==> src/rtl/bsmv_pkg.sv <==
package bsmv_pkg;

    // Fixed field widths of the stream items.
    localparam int IDX_W       = 12;
    localparam int VAL_W       = 32;
    localparam int SUM_W       = 64;
    localparam int ROW_W       = 16;
    localparam int OUT_LANES   = 8;

    // Packed payload widths, padded to whole bytes.
    localparam int S_FIELDS_W  = IDX_W + VAL_W + OUT_LANES * VAL_W;
    localparam int S_TDATA_W   = ((S_FIELDS_W + 7) / 8) * 8;
    localparam int M_TDATA_W   = OUT_LANES * SUM_W + ROW_W;
    localparam int LANE_LSB    = IDX_W + VAL_W;

    // Defaults for the top level parameters.
    localparam int DEF_LANES        = 8;
    localparam int DEF_VECTOR_DEPTH = 4096;

    // Item kinds carried in tuser.
    typedef enum logic {
        OP_LOAD = 1'b0,
        OP_MUL  = 1'b1
    } bsmv_op_t;

    // Per-cycle controls of a lane multiply-accumulate unit.
    typedef struct packed {
        logic load;     // capture the lane value of an accepted multiply item
        logic mul;      // form the product with the fetched vector entry
        logic acc_en;   // fold the product into the accumulator
        logic clear;    // the folded item closes the row: clear instead of storing
    } bsmv_lane_ctl_t;

endpackage

==> src/rtl/bsmv_lane.sv <==
module bsmv_lane
    import bsmv_pkg::*;
(
    input  logic                  aclk,
    input  logic                  aresetn,
    input  bsmv_lane_ctl_t        ctl,
    input  logic [VAL_W-1:0]      a_in,
    input  logic [VAL_W-1:0]      x_in,
    output logic [SUM_W-1:0]      sum_next
);

    logic [VAL_W-1:0] a_reg;
    logic [SUM_W-1:0] prod_reg;
    logic [SUM_W-1:0] acc_reg;
    logic [SUM_W-1:0] raw_sum;
    logic             ovf;

    // Matrix value of this lane, then the exact Q32.32 product.
    always_ff @(posedge aclk) begin
        if (ctl.load) begin
            a_reg <= a_in;
        end
        if (ctl.mul) begin
            prod_reg <= SUM_W'($signed(a_reg) * $signed(x_in));
        end
    end

    // Saturating add of the product onto the running sum.
    always_comb begin
        raw_sum = acc_reg + prod_reg;
        ovf     = (acc_reg[SUM_W-1] == prod_reg[SUM_W-1]) &&
                  (raw_sum[SUM_W-1] != acc_reg[SUM_W-1]);
        if (ovf) begin
            sum_next = acc_reg[SUM_W-1] ? {1'b1, {(SUM_W-1){1'b0}}}
                                        : {1'b0, {(SUM_W-1){1'b1}}};
        end else begin
            sum_next = raw_sum;
        end
    end

    // Accumulator; the row-closing item leaves it cleared.
    always_ff @(posedge aclk) begin
        if (!aresetn) begin
            acc_reg <= '0;
        end else if (ctl.acc_en) begin
            acc_reg <= ctl.clear ? '0 : sum_next;
        end
    end

endmodule

==> config.mk <==
export PLATFORM = sky130hd
export DESIGN_NAME = bsmv_lane
export DESIGN_NICKNAME = d
export VERILOG_FILES = /design/src/rtl/bsmv_pkg.sv /design/src/rtl/bsmv_lane.sv
export SDC_FILE = /design/constraint.sdc
export NUM_CORES = 2
export LEC_CHECK = 0
export BUFFER_PORTS_ARGS = -buffer_cell sky130_fd_sc_hd__buf_2
export CORE_ASPECT_RATIO = 1.75
export CORE_MARGIN = 2
export CORE_UTILIZATION = 60
export DETAILED_ROUTE_END_ITERATION = 8
export PLACE_DENSITY = 0.86
export SLEW_MARGIN = 20
export SYNTH_ARGS = -nofsm -noshare
export SYNTH_HDL_FRONTEND = slang
export SYNTH_SLANG_ARGS = --single-unit
==> constraint.sdc <==
create_clock -name aclk -period 24.6 [get_ports aclk]
set_clock_uncertainty 0.2 [all_clocks]
set_input_delay 1.23 -clock aclk [delete_from_list [all_inputs] [get_ports aclk]]
set_output_delay 1.23 -clock aclk [all_outputs]
set_load 0.05 [all_outputs]
==> impl_summary.md <==
Min path
The cell depth of the worst min-delay path is 2. The startpoint identified for the worst hold timing path is acc_reg[59]. The type of the most critical hold path is flop to flop. The path with the worst hold slack has its endpoint at acc_reg[59].

Synth
The register bit count reported by yosys is 160. The area fraction of the dominant cell type after synthesis is 47.7%. The synthesized area per cell is 9.29 sq um. The total number of yosys warnings is 0.

Summing the sequential cell areas from Yosys gives 9.16% of the chip area. The biggest area contributor in the post-synthesis netlist is sky130_fd_sc_hd__fa_1. Yosys instantiated no cell more often than sky130_fd_sc_hd__fa_1. Synthesis produced 4892 cells. Sorting the synthesized cells by area gives the leading types as sky130_fd_sc_hd__fa_1 (48%), sky130_fd_sc_hd__inv_1 (8.3%), sky130_fd_sc_hd__and2_1 (7.3%). The share of flip-flops with an asynchronous set or reset is 0%. Counting instances in the post-synthesis netlist gives the leading cell types as sky130_fd_sc_hd__fa_1 (1083), sky130_fd_sc_hd__inv_1 (1003), sky130_fd_sc_hd__nand2_1 (624).

Counting flops with a built-in enable in the synthesized netlist gives 96. The cell area that synthesis handed to floorplanning was 45400 sq um. The number of nets in the synthesized netlist is 6292. The number of distinct standard cells referenced by the synthesized netlist is 73. The most instantiated flip-flop cell in the synthesis netlist is sky130_fd_sc_hd__edfxtp_1.

Global routing
The largest net degree at the start of global routing is 67. The number of global-route vias before repair is 40.8k. The number of antenna violations at the first check in global routing came to 8. The residual overflow from global routing is 0.

The first global-routing pass estimated 222 mm of wire. The global-route total usage across every layer is 38.7%.

CTS
The clock tree from TritonCTS is built. The number of buffers on the longest clock path is 2. The cell sitting at the root of the clock tree is a sky130_fd_sc_hd__clkbuf_16. After clock tree synthesis, the flow added hold-fix buffers numbering 0.

The number of buffers inserted by post-CTS setup repair is 0. The H-tree was split into 4 levels. The number of clock buffers added by TritonCTS is 17. The post-CTS resize count is 0.

Counting every sink on the clock net gives 160. The clock insertion delay at the later pin of the skew report is 0.54 ns. After clock tree synthesis, the clock-pin slew on the worst setup and hold paths is 0.07 ns.

Critical path
STA puts the critical path data arrival time at 9.97 ns. The number of cells on the worst reg-to-reg path is 24. The element type at the critical path end is a flop. The required time at the worst-slack endpoint is 24.66 ns. The endpoint of the most critical register-to-register path is prod_reg[62]. The slack of the worst reg-to-reg path is 15.31 ns. The worst setup path is launched from an input port. The critical register-to-register path startpoint is a_reg[31]. The maximum fanout along the worst path is 26. The class of the most critical setup path is input port to flop.

Detailed routing
After the first detailed-routing iteration, the DRC count stood at 2938. For this block, wires on met1 add up to 41.4 mm. Routed signal wires occupy layers up through met5. The first detailed-routing pass took 6 iterations. In the final routed layout, each cell accounts on average for 24.4 microns. After detailed routing, the met2 layer carries 69.5 mm of wire. The detailed-route DRC error count is 0.

Summed over all nets, wire length on met3 after detailed routing comes to 14.2 mm. Wires add up to 143 mm. Across all layers, the routed design uses 35.8k vias.

The remaining number of nets flagged by the antenna check after routing is 0. The mean number of vias per cell is 6.11.

STA
The number of hold violations in the final report is 0. The final clock period utilization by the worst path is 40.3%. The minimum clock period after layout is 9.90 ns. Setup slack closes at 14.70 ns. At the pin with the least slew margin, the transition time is 1.01 ns. The final count of pins violating max slew was 0. The final setup violation count is 0. The setup TNS is 0 ns. In this run the tightest slew margin relative to its limit is 32.4%. Setup repair after global routing left no endpoint under its margin. Static timing analysis puts the maximum clock frequency at 101 MHz.

Final layout
The multi-input combinational cell area is 36500 sq um. The non-filler instance count after layout is 5864. The combined flip-flop and latch cell area is 4160 sq um.

The area overhead of the layout relative to synthesis is 4.24%. The fraction of final layout cells with drive strength greater than 1 is 4.83%. The net count of the finished layout is 6229.

At the end of the flow the core is filled with cells to 63.1%. The fill cell instance count of the final layout is 5815.

Floorplan
The die width is 212 microns. The die is 368 microns tall. The initial cell density of the core is 60.5%.

The standard-cell row count is 133. The die area is 78000 sq um. The core region is 75100 sq um.

The count of boundary I/O pins is 134.

Placed design
Including well taps, the total number of placed cells is 5822. OpenSTA, run right after detailed placement, puts the worst setup slack at 14.51 ns. The count of buffers added on input and output ports is 133. At the end of routability-driven placement, the weighted congestion stood at 0.998. Detailed placement finished with a half-perimeter wire length of 105 mm.

Run
The tool flagged a number of max-cap violations equal to 0.

Status
The flow ran to the end, and the final reports show no timing, DRC or antenna violations.
==> through the flow <==
step,area (sq um),hold WS (ns)
global route,47300,0.285
global placement,46700,0.239
finish,47400,0.262
detailed placement,46700,0.250
CTS,47300,0.263
floorplan,45400,0.229
==> worst max path at each step <==
stage,startpoint,endpoint,slack [ns],cells after the start
finish,x_in[31],prod_reg[56],14.70,22
floorplan,x_in[2],prod_reg[62],15.95,24
CTS,x_in[5],prod_reg[62],15.05,25
detailed placement,x_in[5],prod_reg[62],14.51,25
global route,x_in[5],prod_reg[62],14.51,25
global placement,x_in[5],prod_reg[62],14.70,25
==> logic make-up (layout without fill, tap and decap cells) <==
kind of cell,after synthesis,count (layout),synth area share (%)
AOI/OAI and AO/OA,528,528,7.33
xor gates and xnor gates,127,127,2.45
adders and majority gates,1330,1330,54.5
buffers and inverters,1267,1217,10.5
DFF,160,160,9.16
muxes,7,7,0.154
other,0,10,0
and+or+nand+nor,1473,1473,15.9
==> per-layer routing <==
metal,vias to the layer above,GRT usage (%)
li1,14559,-
met1,17853,38.0
met4,4,39.2
met5,-,0
met3,1030,10.8
met2,2379,63.7
==> area by class of cell <==
class | count | area share, %
Antenna cell | 10 | 0.0528
Sequential cell | 160 | 8.79
Tap cell | 1012 | 2.67
Inverter | 1004 | 7.96
Timing Repair Buffer | 181 | 2.17
Multi-Input combinational cell | 3465 | 77.1
Clock buffer | 17 | 0.898
Clock inverter | 15 | 0.349
==> cell usage in the layout (no fill, tap or decap), drive strengths merged, types with 80 or more instances in the layout <==
cell	count
fa	1083
inv	1011
nand2	624
and2	533
ha	247
buf	181
nor2	174
a21oi	165
o21ai	118
edfxtp	96
a21o	91
xnor2	80
==> critical path, stage by stage <==
cell	delay (ns)
sky130_fd_sc_hd__buf_2	0.44
sky130_fd_sc_hd__clkinv_1	0.96
sky130_fd_sc_hd__nor2_1	0.79
sky130_fd_sc_hd__fa_1	0.57
sky130_fd_sc_hd__fa_1	0.48
sky130_fd_sc_hd__fa_1	0.56
sky130_fd_sc_hd__fa_1	0.45
sky130_fd_sc_hd__fa_1	0.51
sky130_fd_sc_hd__fa_1	0.44
sky130_fd_sc_hd__fa_1	0.84
sky130_fd_sc_hd__fa_1	0.54
sky130_fd_sc_hd__ha_1	0.37
sky130_fd_sc_hd__a21o_1	0.19
sky130_fd_sc_hd__a21o_1	0.17
sky130_fd_sc_hd__a21oi_1	0.14
sky130_fd_sc_hd__o21ai_0	0.10
sky130_fd_sc_hd__a31o_2	0.28
sky130_fd_sc_hd__nand2_1	0.07
sky130_fd_sc_hd__o311ai_1	0.14
sky130_fd_sc_hd__nor3_1	0.34
sky130_fd_sc_hd__o21ai_1	0.16
sky130_fd_sc_hd__xor2_1	0.16
Power is left out: the tool's default activity adds up to more than one toggle a clock period on the data nets, which glitch-free logic cannot reach.
